**src/design/bmhpq_pkg.sv**
```systemverilog
// ----------------------------------------------------------------------------
// bmhpq_pkg
// Types and constants of the binary min-heap priority queue.
// ----------------------------------------------------------------------------
package bmhpq_pkg;

    localparam int MAX_ENTRIES = 1024;
    localparam int ADDR_W      = $clog2(MAX_ENTRIES);
    localparam int CNT_W       = $clog2(MAX_ENTRIES + 1);
    localparam int CAP_W       = 11;
    localparam int CAP_RESET   = 1024;
    localparam int COST_W      = 32;
    localparam int PAY_W       = 32;

    typedef enum logic [2:0] {
        OP_LOAD   = 3'd0,
        OP_BUILD  = 3'd1,
        OP_INSERT = 3'd2,
        OP_DELETE = 3'd3,
        OP_PEEK   = 3'd4
    } t_opcode;

    typedef enum logic [1:0] {
        ST_OK    = 2'd0,
        ST_FULL  = 2'd1,
        ST_EMPTY = 2'd2
    } t_status;

    typedef struct packed {
        logic signed [COST_W-1:0] cost;
        logic        [PAY_W-1:0]  payload;
    } t_entry;

    typedef struct packed {
        logic        [2:0]        opcode;
        logic signed [COST_W-1:0] item_cost;
        logic        [PAY_W-1:0]  item_payload;
    } t_in_item;

    typedef struct packed {
        t_status                  status;
        logic signed [COST_W-1:0] top_cost;
        logic        [PAY_W-1:0]  top_payload;
        logic        [CNT_W-1:0]  count;
    } t_out_item;

    typedef struct packed {
        logic              we;
        logic [ADDR_W-1:0] waddr;
        t_entry            wdata;
        logic [ADDR_W-1:0] raddr;
    } t_ram_req;

    typedef struct packed {
        t_entry a;
        t_entry b;
    } t_cmp_req;

    typedef struct packed {
        logic   a_gt_b;
        t_entry lesser;
    } t_cmp_rsp;

endpackage

```
**src/design/bmhpq_cmp.sv**
```systemverilog
// ----------------------------------------------------------------------------
// bmhpq_cmp
// Shared cost comparator: signed a > b and the lesser entry (a on a tie).
// ----------------------------------------------------------------------------
module bmhpq_cmp (
    input  bmhpq_pkg::t_cmp_req i_req,
    output bmhpq_pkg::t_cmp_rsp o_rsp
);
    import bmhpq_pkg::*;

    logic w_gt;

    assign w_gt          = i_req.a.cost > i_req.b.cost;
    assign o_rsp.a_gt_b  = w_gt;
    assign o_rsp.lesser  = w_gt ? i_req.b : i_req.a;

endmodule

```
**config.mk**
```make
export PLATFORM = sky130hd
export DESIGN_NAME = bmhpq_cmp
export DESIGN_NICKNAME = d
export VERILOG_FILES = /design/src/design/bmhpq_pkg.sv /design/src/design/bmhpq_cmp.sv
export SDC_FILE = /design/constraint.sdc
export NUM_CORES = 1
export LEC_CHECK = 0
export BUFFER_PORTS_ARGS = -buffer_cell sky130_fd_sc_hd__buf_2
export CAP_MARGIN = 25
export CORE_AREA = 2 2 85 87
export DETAILED_ROUTE_END_ITERATION = 10
export DIE_AREA = 0 0 87 89
export PLACE_DENSITY = 0.84
export SYNTH_ARGS = -nofsm -noshare
export SYNTH_HDL_FRONTEND = slang
export SYNTH_SLANG_ARGS = --single-unit
```
**constraint.sdc**
```tcl
create_clock -name vclk -period 3.57
set_input_delay 0.714 -clock vclk [all_inputs]
set_output_delay 0.714 -clock vclk [all_outputs]
set_load 0.01 [all_outputs]
```
### Yosys cells after proc, flatten, opt, wreduce, memory -nomap -nowiden

Cells that the tools add are included.

| word-level totals | value |
|---|---|
| flip-flop bits (word level) | 0 |
| word-level logic and storage cells | 2 |
| output and inout bits | 65 |
| input bits | 128 |

| operators by class | value |
|---|---|
| $lt $le $gt $ge | 1 |
| muxes and demuxes | 1 |

Operators by type and width:

| cell | number |
|---|---|
| 2-to-1 mux 64 bit | 1 |
| greater-than comparator 32 bit | 1 |

### Depth between registers and ports, before layout

| depth | value |
|---|---|
| depth in word-level cells | 2 |
| mapped depth | 12 |
| depth with buffers taken out | 9 |

### Least setup slack after synthesis

No wires, ideal clock.

| path | value |
|---|---|
| path type | input port to output port |
| from | input port i_req[63] (netlist bit) |
| to | output port o_rsp[33] (netlist bit) |
| data arrival time | 2.791 ns |
| data required time | 2.856 ns |
| path buffers | 2 |
| setup slack | 0.065 ns |
| stages on the path | 11 |
| cell sequence | inv_1 -> ha_1 -> nand4_4 -> nor3_2 -> a221oi_2 -> and2_1 -> a21boi_1 -> buf_2 -> buf_2 -> o22ai_1 -> a311oi_1 |

RTL lines:

| element | line | text |
|---|---|---|
| start, declared | bmhpq_cmp.sv:6 | `input bmhpq_pkg::t_cmp_req i_req,` |
| end, declared | bmhpq_cmp.sv:7 | `output bmhpq_pkg::t_cmp_rsp o_rsp` |

==> qor.yml <==
status: "finished with violations"
violations: "negative setup slack"
design.seq.count: 0
grt_antenna_before_repair: 2
comb_power_share: 1.000
ir_drop_mv: 0.122
avgSynthCellArea_sq_um: 6.68
port-buffer-count: 193
ctsHoldBuffers: 0
worstPathRequired_ns: 2.86
worstSetupStartpointType: "input port"
ys.warnings.count: 0
crit_fanout: 8
grt_usage: 0.363
start_util: 0.453
worst_pin_slew_ns: 0.994
cp_data_arrival_time_ns: 3.28
design_area_sq_um: 6070
layout.nets: 878
grt_pass1_wl_um: 23100
rsz0062_at_grt: "yes"
drc: 0
first_iter_violations: 576
firstDrtPassIters: 6
fp-row-count: 30
hold_viol: 0
max_freq_mhz: 250
powerDensity_nw_per_um2: 217
dpl_cell_area_sq_um: 4450
vias_per_cell: 6.89
seqPwrFrac: 0
io_pins: 193
ys_types: 32
slew_headroom: 0.337
min_path_type: "input port to primary output"
internal_power_mw: 0.642
clkbuf_count: 0
leakage_nw: 2.81
tns_ns: -20.06
fin_crit_ns: 4.00
gp_congestion: 0.831
vias: 5498
grt_pass1_vias: 5025
fin_cells: 798
wl_per_cell_um: 22.8
p_sw_frac: 0.512
coreArea_sq_um: 6720
drt-total-wl_um: 18200
grt_overflow: 0
syn_area_sq_um: 3050
ff_latch_area_sq_um: 0
chipWidth_um: 87
synth_nets: 616
die_h_um: 89
seq_area_frac_synth: 0
setup_slack_ns: -0.426
grt_max_degree: 93
final.period_utilization: 1.12
drv_cap: 0
die-area_sq_um: 7740
p_sw_mw: 0.674
hpwlAfterDp_um: 8940
crit_type: "input port to primary output"
setup_viol: 65
end_kind: "primary output"
slew_violations: 0
area_growth_pct: 99.2
p_clk_frac: 0
placed_cells: 742
ant_nets: 0
drive_gt1_frac: 0.582
netlist_instances: 456
## stage by stage
step	hold slack, ns	power (mW)	util	setup slack (ns)
2_1_floorplan	1.58	0.568	-	0.0648
3_3_place_gp	1.79	0.905	0.662	-0.231
3_5_place_dp	1.79	0.939	0.662	-0.300
4_1_cts	1.78	1.10	0.826	-0.0901
5_1_grt	1.80	1.38	0.903	-0.406
6_report	1.79	1.32	0.903	-0.426
## logic make-up (layout without fill, tap and decap cells)
family,after synthesis,after routing,share of synthesized area
other cells,0,2,0
compound gates,185,185,0.488
fa+ha+maj,32,32,0.131
buf+inv,113,373,0.154
simple gates,126,126,0.226
## power by group through the flow
stage / registers (mW) / logic [mW] / clock network [mW]
final: 0 / 1.32 / 0.0000000750
after global routing: 0 / 1.38 / 0.0000000749
after CTS: 0 / 1.10 / 0
after detailed placement: 0 / 0.939 / 0
after global placement: 0 / 0.905 / 0
after floorplan: 0 / 0.568 / 0
## final cells by class
class	count	area, sq um
Antenna cell	2	5.00
Fill cell	284	649
Inverter	66	275
Multi-Input combinational cell	343	3290
Tap cell	80	100
Timing Repair Buffer	307	2390
## per-layer routing
| layer | vias up | wire length, um | track usage | part of all wire |
|---|---|---|---|---|
| met1 | 2524 | 5980 | 0.373 | 0.33 |
| met4 | 0 | 1490 | 0.222 | 0.082 |
| met5 | - | 0 | 0 | 0 |
| met2 | 493 | 9090 | 0.690 | 0.50 |
| li1 | 2313 | - | - | - |
| met3 | 168 | 1600 | 0.0517 | 0.088 |
## worst max-delay path, cell delays in order
cell and delay [ns]:
buf_6 0.09, inv_4 0.04, ha_4 0.27, nand4_1 0.32, nor4_4 0.41, buf_4 0.18
buf_4 0.11, a21boi_4 0.07, buf_6 0.13, buf_12 0.12, buf_12 0.13, buf_6 0.11
buf_6 0.10, a311oi_2 0.28, buf_2 0.19
## path summary, 6_finish.rpt
kind / start / endpoint / slack, ns / cells after the start
worst min-delay path: i_req[21] / o_rsp[21] / 1.79 / 3
worst max-delay path: i_req[54] / o_rsp[59] / -0.43 / 15
## synth_stat cells, types with 2 or more instances
cell type / instances / area (sq um)
a21oi_1: 14 / 70.1
a311oi_1: 31 / 272
buf_1: 2 / 7.51
buf_2: 13 / 65.1
buf_4: 8 / 60.1
clkbuf_1: 24 / 90.1
ha_1: 32 / 400
inv_1: 66 / 248
nand2_1: 9 / 33.8
nand2b_1: 33 / 206
nand3_1: 36 / 180
nand4_1: 6 / 37.5
nor2_1: 33 / 124
nor3_1: 2 / 10.0
o21a_1: 2 / 15.0
o21ai_0: 4 / 20.0
o221a_1: 33 / 372
o22a_1: 31 / 272
o22ai_1: 64 / 400
## timing repair
action | CTS | global route
cloned | 10 | 2
setup endpoints to repair | 65 | 65
gates resized for setup | 124 | 85
pin swaps | 40 | 47
buffers inserted | 25 | 22
## cell usage in the layout, fill, tap and decap left out, types with 5 or more instances in the layout
| master | Yosys | routed |
|---|---|---|
| inv_1 | 66 | 45 |
| buf_12 | 0 | 15 |
| nand2_1 | 9 | 9 |
| o22a_1 | 31 | 31 |
| o22ai_1 | 64 | 47 |
| nand3_4 | 0 | 5 |
| buf_6 | 0 | 36 |
| nand3_2 | 1 | 15 |
| ha_1 | 32 | 10 |
| nand4_1 | 6 | 6 |
| a311oi_1 | 31 | 19 |
| buf_2 | 13 | 172 |
| a311oi_2 | 0 | 11 |
| o22ai_4 | 0 | 6 |
| o22ai_2 | 0 | 11 |
| nand2b_1 | 33 | 33 |
| ha_4 | 0 | 22 |
| a21oi_1 | 14 | 12 |
| o221a_1 | 33 | 32 |
| buf_8 | 0 | 8 |
| nand3_1 | 36 | 17 |
| nor2_1 | 33 | 31 |
| inv_4 | 0 | 7 |
| buf_4 | 8 | 69 |
| inv_2 | 0 | 12 |
Note: power is estimated with default switching activity, not from simulation.
