### config.mk
export PLATFORM = sky130hd
export DESIGN_NAME = bmhpq_ctrl
export DESIGN_NICKNAME = d
export VERILOG_FILES = /design/src/design/bmhpq_pkg.sv /design/src/design/bmhpq_ctrl.sv
export SDC_FILE = /design/constraint.sdc
export NUM_CORES = 1
export LEC_CHECK = 0
export ABC_AREA = 1
export BUFFER_PORTS_ARGS = -buffer_cell sky130_fd_sc_hd__buf_2
export CORE_UTILIZATION = 35
export CTS_CLUSTER_DIAMETER = 30
export DETAILED_ROUTE_END_ITERATION = 8
export GPL_ROUTABILITY_DRIVEN = 0
export GPL_TIMING_DRIVEN = 0
export PLACE_DENSITY = 0.67
export SLEW_MARGIN = 20
export SYNTH_ARGS = -nofsm -noshare
export SYNTH_HDL_FRONTEND = slang
export SYNTH_SLANG_ARGS = --single-unit
### constraint.sdc
create_clock -name i_clk -period 7.65 [get_ports i_clk]
set_input_delay 0.765 -clock i_clk [delete_from_list [all_inputs] [get_ports i_clk]]
set_output_delay 0.765 -clock i_clk [all_outputs]
set_load 0.05 [all_outputs]
### src/design/bmhpq_pkg.sv
// ----------------------------------------------------------------------------
// bmhpq_pkg
// Types and constants of the binary min-heap priority queue.
// ----------------------------------------------------------------------------
package bmhpq_pkg;

    localparam int MAX_ENTRIES = 1024;
    localparam int ADDR_W      = $clog2(MAX_ENTRIES);
    localparam int CNT_W       = $clog2(MAX_ENTRIES + 1);
    localparam int CAP_W       = 11;
    localparam int CAP_RESET   = 1024;
    localparam int COST_W      = 32;
    localparam int PAY_W       = 32;

    typedef enum logic [2:0] {
        OP_LOAD   = 3'd0,
        OP_BUILD  = 3'd1,
        OP_INSERT = 3'd2,
        OP_DELETE = 3'd3,
        OP_PEEK   = 3'd4
    } t_opcode;

    typedef enum logic [1:0] {
        ST_OK    = 2'd0,
        ST_FULL  = 2'd1,
        ST_EMPTY = 2'd2
    } t_status;

    typedef struct packed {
        logic signed [COST_W-1:0] cost;
        logic        [PAY_W-1:0]  payload;
    } t_entry;

    typedef struct packed {
        logic        [2:0]        opcode;
        logic signed [COST_W-1:0] item_cost;
        logic        [PAY_W-1:0]  item_payload;
    } t_in_item;

    typedef struct packed {
        t_status                  status;
        logic signed [COST_W-1:0] top_cost;
        logic        [PAY_W-1:0]  top_payload;
        logic        [CNT_W-1:0]  count;
    } t_out_item;

    typedef struct packed {
        logic              we;
        logic [ADDR_W-1:0] waddr;
        t_entry            wdata;
        logic [ADDR_W-1:0] raddr;
    } t_ram_req;

    typedef struct packed {
        t_entry a;
        t_entry b;
    } t_cmp_req;

    typedef struct packed {
        logic   a_gt_b;
        t_entry lesser;
    } t_cmp_rsp;

endpackage

### src/design/bmhpq_ctrl.sv
// ----------------------------------------------------------------------------
// bmhpq_ctrl
// Operation sequencer: load, build, insert, delete-min and peek over the
// entry store, one memory access and one cost compare per step.
// ----------------------------------------------------------------------------
module bmhpq_ctrl (
    input  logic                      i_clk,
    input  logic                      i_rst_n,
    input  logic                      i_start,
    input  bmhpq_pkg::t_in_item       i_item,
    output logic                      o_busy,
    output logic                      o_done,
    output bmhpq_pkg::t_out_item      o_result,
    input  logic                      i_cfg_we,
    input  logic [bmhpq_pkg::CAP_W-1:0] i_cfg_data,
    output bmhpq_pkg::t_ram_req       o_ram_req,
    input  bmhpq_pkg::t_entry         i_ram_rdata,
    output bmhpq_pkg::t_cmp_req       o_cmp_req,
    input  bmhpq_pkg::t_cmp_rsp       i_cmp_rsp
);
    import bmhpq_pkg::*;

    localparam int WIDE_W = ADDR_W + 2;
    localparam int CMP_W  = (CAP_W > CNT_W) ? CAP_W : CNT_W;

    typedef enum logic [3:0] {
        S_IDLE, S_SU_CHK, S_SU_CMP, S_BD_RD, S_BD_LAT, S_DL_RD, S_DL_LAT,
        S_SD_CHK, S_SD_L, S_SD_R, S_SD_DEC, S_SD_END, S_TOP_RD, S_TOP_LAT
    } t_state;

    t_state            r_state;
    logic [CNT_W-1:0]  r_count;
    logic [CAP_W-1:0]  r_cap;
    logic              r_done;
    t_out_item         r_result;
    t_status           r_status;
    logic              r_build;
    logic [CNT_W-1:0]  r_n;
    logic [ADDR_W-1:0] r_pos;
    logic [ADDR_W-1:0] r_j;
    logic [ADDR_W-1:0] r_cidx;
    t_entry            r_x;
    t_entry            r_left;
    t_entry            r_chosen;

    logic              w_accept;
    logic              w_full;
    t_entry            w_item;
    logic [WIDE_W-1:0] w_child;
    logic [WIDE_W-1:0] w_child1;
    logic [WIDE_W-1:0] w_n_wide;
    logic [ADDR_W-1:0] w_parent;

    assign w_accept = i_start && (r_state == S_IDLE);
    assign w_full   = (CMP_W'(r_count) >= CMP_W'(r_cap))
                   || (r_count == CNT_W'(MAX_ENTRIES));
    assign w_item   = '{cost: i_item.item_cost, payload: i_item.item_payload};
    assign w_child  = {1'b0, r_pos, 1'b1};
    assign w_child1 = w_child + WIDE_W'(1);
    assign w_n_wide = WIDE_W'(r_n);
    assign w_parent = (r_pos - ADDR_W'(1)) >> 1;

    always_comb begin
        o_cmp_req.a = r_x;
        o_cmp_req.b = r_chosen;
        unique case (r_state)
            S_SU_CMP: begin
                o_cmp_req.a = i_ram_rdata;
                o_cmp_req.b = r_x;
            end
            S_SD_R: begin
                o_cmp_req.a = r_left;
                o_cmp_req.b = i_ram_rdata;
            end
            default: begin
                o_cmp_req.a = r_x;
                o_cmp_req.b = r_chosen;
            end
        endcase
    end

    always_comb begin
        o_ram_req.we    = 1'b0;
        o_ram_req.waddr = r_pos;
        o_ram_req.wdata = r_x;
        o_ram_req.raddr = '0;
        unique case (r_state)
            S_IDLE: begin
                if (w_accept && (i_item.opcode == OP_LOAD) && !w_full) begin
                    o_ram_req.we    = 1'b1;
                    o_ram_req.waddr = r_count[ADDR_W-1:0];
                    o_ram_req.wdata = w_item;
                end
            end
            S_SU_CHK: begin
                if (r_pos == '0) begin
                    o_ram_req.we = 1'b1;
                end else begin
                    o_ram_req.raddr = w_parent;
                end
            end
            S_SU_CMP: begin
                o_ram_req.we = 1'b1;
                if (i_cmp_rsp.a_gt_b) begin
                    o_ram_req.wdata = i_ram_rdata;
                end
            end
            S_BD_RD: o_ram_req.raddr = r_j;
            S_DL_RD: o_ram_req.raddr = r_n[ADDR_W-1:0];
            S_SD_CHK: begin
                if (w_child >= w_n_wide) begin
                    o_ram_req.we = 1'b1;
                end else begin
                    o_ram_req.raddr = w_child[ADDR_W-1:0];
                end
            end
            S_SD_L: o_ram_req.raddr = w_child1[ADDR_W-1:0];
            S_SD_DEC: begin
                o_ram_req.we = 1'b1;
                if (i_cmp_rsp.a_gt_b) begin
                    o_ram_req.wdata = r_chosen;
                end
            end
            default: o_ram_req.raddr = '0;
        endcase
    end

    always_ff @(posedge i_clk) begin
        if (!i_rst_n) begin
            r_state <= S_IDLE;
            r_count <= '0;
            r_cap   <= CAP_W'(CAP_RESET);
            r_done  <= 1'b0;
        end else begin
            r_done <= 1'b0;
            if (i_cfg_we) begin
                r_cap <= i_cfg_data;
            end
            unique case (r_state)
                S_IDLE: begin
                    if (w_accept) begin
                        r_status <= ST_OK;
                        r_build  <= 1'b0;
                        r_state  <= S_TOP_RD;
                        unique case (i_item.opcode)
                            OP_LOAD: begin
                                if (w_full) begin
                                    r_status <= ST_FULL;
                                end else begin
                                    r_count <= r_count + CNT_W'(1);
                                end
                            end
                            OP_INSERT: begin
                                if (w_full) begin
                                    r_status <= ST_FULL;
                                end else begin
                                    r_pos   <= r_count[ADDR_W-1:0];
                                    r_x     <= w_item;
                                    r_count <= r_count + CNT_W'(1);
                                    r_state <= S_SU_CHK;
                                end
                            end
                            OP_BUILD: begin
                                if (r_count >= CNT_W'(2)) begin
                                    r_build <= 1'b1;
                                    r_n     <= r_count;
                                    r_j     <= ADDR_W'((r_count - CNT_W'(2)) >> 1);
                                    r_state <= S_BD_RD;
                                end
                            end
                            OP_DELETE: begin
                                if (r_count == '0) begin
                                    r_status <= ST_EMPTY;
                                end else begin
                                    r_count <= r_count - CNT_W'(1);
                                    r_n     <= r_count - CNT_W'(1);
                                    r_state <= S_DL_RD;
                                end
                            end
                            OP_PEEK: begin
                                if (r_count == '0) begin
                                    r_status <= ST_EMPTY;
                                end
                            end
                            default: r_status <= ST_OK;
                        endcase
                    end
                end
                S_SU_CHK: begin
                    r_state <= (r_pos == '0) ? S_TOP_RD : S_SU_CMP;
                end
                S_SU_CMP: begin
                    if (i_cmp_rsp.a_gt_b) begin
                        r_pos   <= w_parent;
                        r_state <= S_SU_CHK;
                    end else begin
                        r_state <= S_TOP_RD;
                    end
                end
                S_BD_RD: r_state <= S_BD_LAT;
                S_BD_LAT: begin
                    r_x     <= i_ram_rdata;
                    r_pos   <= r_j;
                    r_state <= S_SD_CHK;
                end
                S_DL_RD: r_state <= S_DL_LAT;
                S_DL_LAT: begin
                    r_x     <= i_ram_rdata;
                    r_pos   <= '0;
                    r_state <= S_SD_CHK;
                end
                S_SD_CHK: begin
                    r_state <= (w_child >= w_n_wide) ? S_SD_END : S_SD_L;
                end
                S_SD_L: begin
                    r_left <= i_ram_rdata;
                    if (w_child1 < w_n_wide) begin
                        r_state <= S_SD_R;
                    end else begin
                        r_chosen <= i_ram_rdata;
                        r_cidx   <= w_child[ADDR_W-1:0];
                        r_state  <= S_SD_DEC;
                    end
                end
                S_SD_R: begin
                    r_chosen <= i_cmp_rsp.lesser;
                    r_cidx   <= i_cmp_rsp.a_gt_b ? w_child1[ADDR_W-1:0]
                                                 : w_child[ADDR_W-1:0];
                    r_state  <= S_SD_DEC;
                end
                S_SD_DEC: begin
                    if (i_cmp_rsp.a_gt_b) begin
                        r_pos   <= r_cidx;
                        r_state <= S_SD_CHK;
                    end else begin
                        r_state <= S_SD_END;
                    end
                end
                S_SD_END: begin
                    if (r_build && (r_j != '0)) begin
                        r_j     <= r_j - ADDR_W'(1);
                        r_state <= S_BD_RD;
                    end else begin
                        r_state <= S_TOP_RD;
                    end
                end
                S_TOP_RD: r_state <= S_TOP_LAT;
                S_TOP_LAT: begin
                    r_result.status <= r_status;
                    r_result.count  <= r_count;
                    if (r_count == '0) begin
                        r_result.top_cost    <= '0;
                        r_result.top_payload <= '0;
                    end else begin
                        r_result.top_cost    <= i_ram_rdata.cost;
                        r_result.top_payload <= i_ram_rdata.payload;
                    end
                    r_done  <= 1'b1;
                    r_state <= S_IDLE;
                end
                default: r_state <= S_IDLE;
            endcase
        end
    end

    assign o_busy   = (r_state != S_IDLE);
    assign o_done   = r_done;
    assign o_result = r_result;

endmodule

=== Word-level counts from Yosys, hierarchy flattened ===
Index checks and enable logic that the tools add are counted.

* Logic and storage cells: 145
* Output and inout port bits: 292
* Register bits: 340
* Input port bits: 211

* Order comparisons: 4
* Add/sub/neg operators: 6
* Equality and inequality tests: 30
* Muxes and demuxes: 54
* Reduce and logical (&&, ||, !) cells: 31

{| class="wikitable"
|+ Operators by type and width
! cell !! number
|-
| 64-bit two-way mux || 6
|-
| 128-bit case mux with 2 select lines || 1
|-
| 64-bit case mux with 2 select lines || 2
|-
| 64-bit case mux with 3 select lines || 1
|-
| 10-bit two-way mux || 13
|-
| 10-bit case mux with 5 select lines || 2
|-
| 75-bit two-way mux || 1
|-
| 4-bit case mux with 12 select lines || 1
|-
| 11-bit case mux with 2 select lines || 2
|-
| 10-bit case mux with 2 select lines || 2
|-
| 11-bit two-way mux || 3
|-
| 4-bit two-way mux || 8
|-
| 4-bit == test, second input constant || 6
|-
| 11-bit >= comparator || 2
|-
| 10-bit by 1-bit subtractor with 10-bit output, second input constant || 2
|-
| 2-bit inequality test, second input constant || 9
|-
| 4-bit by 3-bit == test with 1-bit output, second input constant || 4
|-
| 11-bit by 1-bit adder with 12-bit output, second input constant || 1
|-
| 12-bit by 11-bit less-than comparator with 1-bit output || 1
|-
| 4-bit case mux with 3 select lines || 1
|-
| 6-bit AND reduction || 2
|-
| 11-bit by 1-bit adder with 11-bit output, second input constant || 1
|-
| 11-bit == test, second input constant || 1
|-
| 11-bit by 2-bit >= comparator with 1-bit output, second input constant || 1
|-
| other kinds (29) || 52
|}

=== Depth between registers and ports, before layout ===
* Depth in word-level cells: 6
* Mapped depth: 18
* Depth with buffers taken out: 17

=== Least setup slack after synthesis ===
Ideal clock, no wire load.

* Path kind: input port to flip-flop
* Start point: input port i_rst_n
* End point: register r_result, in the netlist o_result[0] (enable)
* Buffers on the path: 0
* Data required time: 7043 ps
* Stages on the path: 2
* Data arrival time: 6094 ps
* Path slack: 949 ps
* Setup time: 607 ps
* Path through: inv_1 -> nor3_1

* Word-level cells in the longest chain between the ends: 1

{| class="wikitable"
|+ RTL lines
! element !! line !! text
|-
| from (decl) || bmhpq_ctrl.sv:8 || <nowiki>input logic i_rst_n,</nowiki>
|-
| 2-bit AND reduction (no line) || -- ||
|-
| to (decl) || bmhpq_ctrl.sv:35 || <nowiki>t_out_item r_result;</nowiki>
|}

Every way passes these cells.
A chain may end at the register's enable or synchronous reset.

==> results.cfg <==
[sta]
final.setup.tns_ns = 0
setup_violations = 0
timing_worst_slew_pin_value_ns = 1.25
period_minus_slack_ns = 4.94
final_hold_viol_count = 0
max-slew-margin-rel = 0.168
min_period_over_period = 0.646
skew_ns = 0.0589
rsz0062_at_grt = no
slew_violations = 0
max_clock_freq_mhz = 202
whs_ns = 0.286
timing.final.ws_setup_ns = 2.71

[place]
io_buffers = 501
place_ws_ns = 3.49
dpl.cell_count = 4013
place.detailed.hpwl_um = 80700

[clock_tree]
clk_path_buf_depth = 3
cts_buffers = 97
clkSinkCount = 340
post_cts_resized = 0
tritoncts = done
clk_pin_slew_ns = 0.05
htreeDepth = 3
cts_setup_buffers = 0
cts-root-buf = clkbuf_16
clock_latency_ns = 0.67
postCtsHoldBufs = 0

[worst_setup_path]
critPathLaunch = r_count[0]
path_class = flop to output port
endpoint_kind = output port
r2r_start = r_pos[3]
startpoint_type = flop
worstPathRequired_ns = 6.88
critPathMaxFanout = 10
critPathArrivalTime_ns = 4.18

[global_routing]
grt_start_max_net_pins = 42
antenna_found_initial = 20
overflow = 0
grt_pass1_wl_um = 155000
grt_pass1_vias = 22900
grt.total_usage = 0.343

[power_and_ir_drop]
ir_drop_mv = 0.364
p_per_area_nw_per_um2 = 514
leakage_nw = 12.7

[finish]
area_growth_syn_to_layout_pct = 33.5
stdcell_count = 4210
fillers = 5938
nets = 3583
drive_gt1_frac = 0.225

[min_path]
hp-start = i_ram_rdata[50]
hold_path_class = input pin to flop

[drt]
ant_nets = 0
firstDrtPassIters = 6
routed-via-count = 24600
first_iter_violations = 3337
via_per_inst = 5.84
wl_per_cell_um = 26.2
post-route-drc-count = 0
wl_um = 110000

[floorplanning]
fp.dieW_um = 250
fp.dieH_um = 250
start_util = 0.355
num_rows = 90
fp.coreArea_um2 = 60500
fp.dieArea_um2 = 62400
io_pins = 503

[run]
drv_cap = 0

[synth]
seq_area_frac_synth = 0.463
yosysWarnings = 0
synth_top_area_frac = 0.438
synthCells = 2713
synth_edf_count = 313
synthFlopType = edfxtp_1
syn_nets = 2966
syn_avg_cell_area_um2 = 7.92
synth-async-reset-ratio = 0
syn-cell-area_um2 = 21500
yosysTopAreaCell = edfxtp_1
synth_area_leaders = edfxtp_1 44%, nand2_1 12%, inv_1 6.2%, o21ai_0 5.4%, o221ai_1 5.4%
ys_types = 43
ys_ff_latch = 340

[status]
status = complete, no violations
## worst max-delay path, stage by stage (launching register included)
cell,delay (ns)
dfxtp_1,0.44
inv_1,0.24
ha_1,0.35
nand2_1,0.06
nor2_1,0.04
nand3_1,0.14
inv_1,0.06
nor2_1,0.18
clkbuf_1,0.71
buf_2,0.47
nand4_1,0.13
nand3_1,0.12
nand3_1,0.27
buf_2,0.32
## flip-flops by register name, summed over array words and instances (netlist names)
name	flops
r_count	11
r_status	2
o_done	1
r_build	1
r_cidx	10
r_chosen	64
r_x	64
r_state	4
r_j	10
r_left	64
r_pos	10
r_n	11
o_result	77
r_cap	11
## synthesized netlist by cell type, types with 5 or more instances
library cell and number:
ha_1 42, o21ai_0 233, nor3_1 10, nand2_1 680
o211ai_1 43, clkbuf_1 103, dfxtp_1 27, o22ai_1 6
nor2_2 6, nand4_1 77, buf_2 51, a22oi_1 28
buf_6 11, inv_1 355, a21oi_1 80, nand3_1 183
o2111ai_1 5, edfxtp_1 313, inv_2 9, nor2_1 215
a31oi_1 39, xor2_1 16, o221ai_1 132, buf_1 16
## through the flow
step / util / cell area, µm² / total power, mW
after CTS: 0.474 / 28600 / 14.5
after floorplan: - / 21500 / 7.79
after global placement: 0.413 / 25000 / 10.3
final: 0.474 / 28700 / 14.7
after detailed placement: 0.418 / 25300 / 10.4
after global routing: 0.474 / 28700 / 15.1
## where the power goes
group,total (mW),switching [mW],internal [mW]
clock network,4.17,1.32,2.84
registers,2.62,0.164,2.45
logic,7.96,6.38,1.58
total,14.7,7.87,6.88
## cell families after synthesis
logic type / share of synthesized area
xor gates and xnor gates: 0.00693
adders and majority gates: 0.0245
and+or+nand+nor: 0.230
DFF: 0.463
AOI/OAI and AO/OA: 0.172
buffers and inverters: 0.103
muxes: 0.000466
## cell usage in the layout (no fill, tap or decap), drive strengths merged, types with 8 or more instances in the layout
cell type / Yosys / final
a21oi: 80 / 80
a22oi: 28 / 28
a31oi: 39 / 39
buf: 80 / 598
bufinv: 0 / 15
clkbuf: 103 / 208
clkinv: 2 / 51
clkinvlp: 0 / 8
dfxtp: 27 / 27
diode: 0 / 14
edfxtp: 313 / 313
ha: 42 / 42
inv: 364 / 370
nand2: 683 / 683
nand3: 185 / 185
nand4: 77 / 77
nor2: 223 / 223
nor3: 11 / 11
o211ai: 43 / 43
o21ai: 235 / 235
o221ai: 132 / 132
xor2: 16 / 16
## layer usage
| layer | share of wire | GRT usage | up-vias |
|---|---|---|---|
| li1 | - | - | 10700 |
| met1 | 0.38 | 0.444 | 11600 |
| met2 | 0.43 | 0.513 | 1942 |
| met3 | 0.13 | 0.0988 | 349 |
| met4 | 0.056 | 0.190 | 10 |
| met5 | 0.00064 | 0 | - |
## area by class of cell
class	instances	area (µm²)	area share
flip-flops and latches	340	9940	0.347
clock buffers	105	2480	0.0864
plain buffers	183	843	0.0294
well taps	782	978	0.0341
inverters	366	1380	0.0481
clock inverters	78	898	0.0313
multi-input cells	1824	9350	0.326
diodes	14	35.0	0.00122
repair buffers	518	2780	0.0969
## worst paths after layout
path	to	slack (ns)	cells past startpoint
max	o_ram_req[69]	2.71	13
min reg2reg	o_result[75]	0.42	0
min	r_left[50]	0.29	1
max reg2reg	r_chosen[20]	3.99	17
Power figures use the tool's default switching activity.
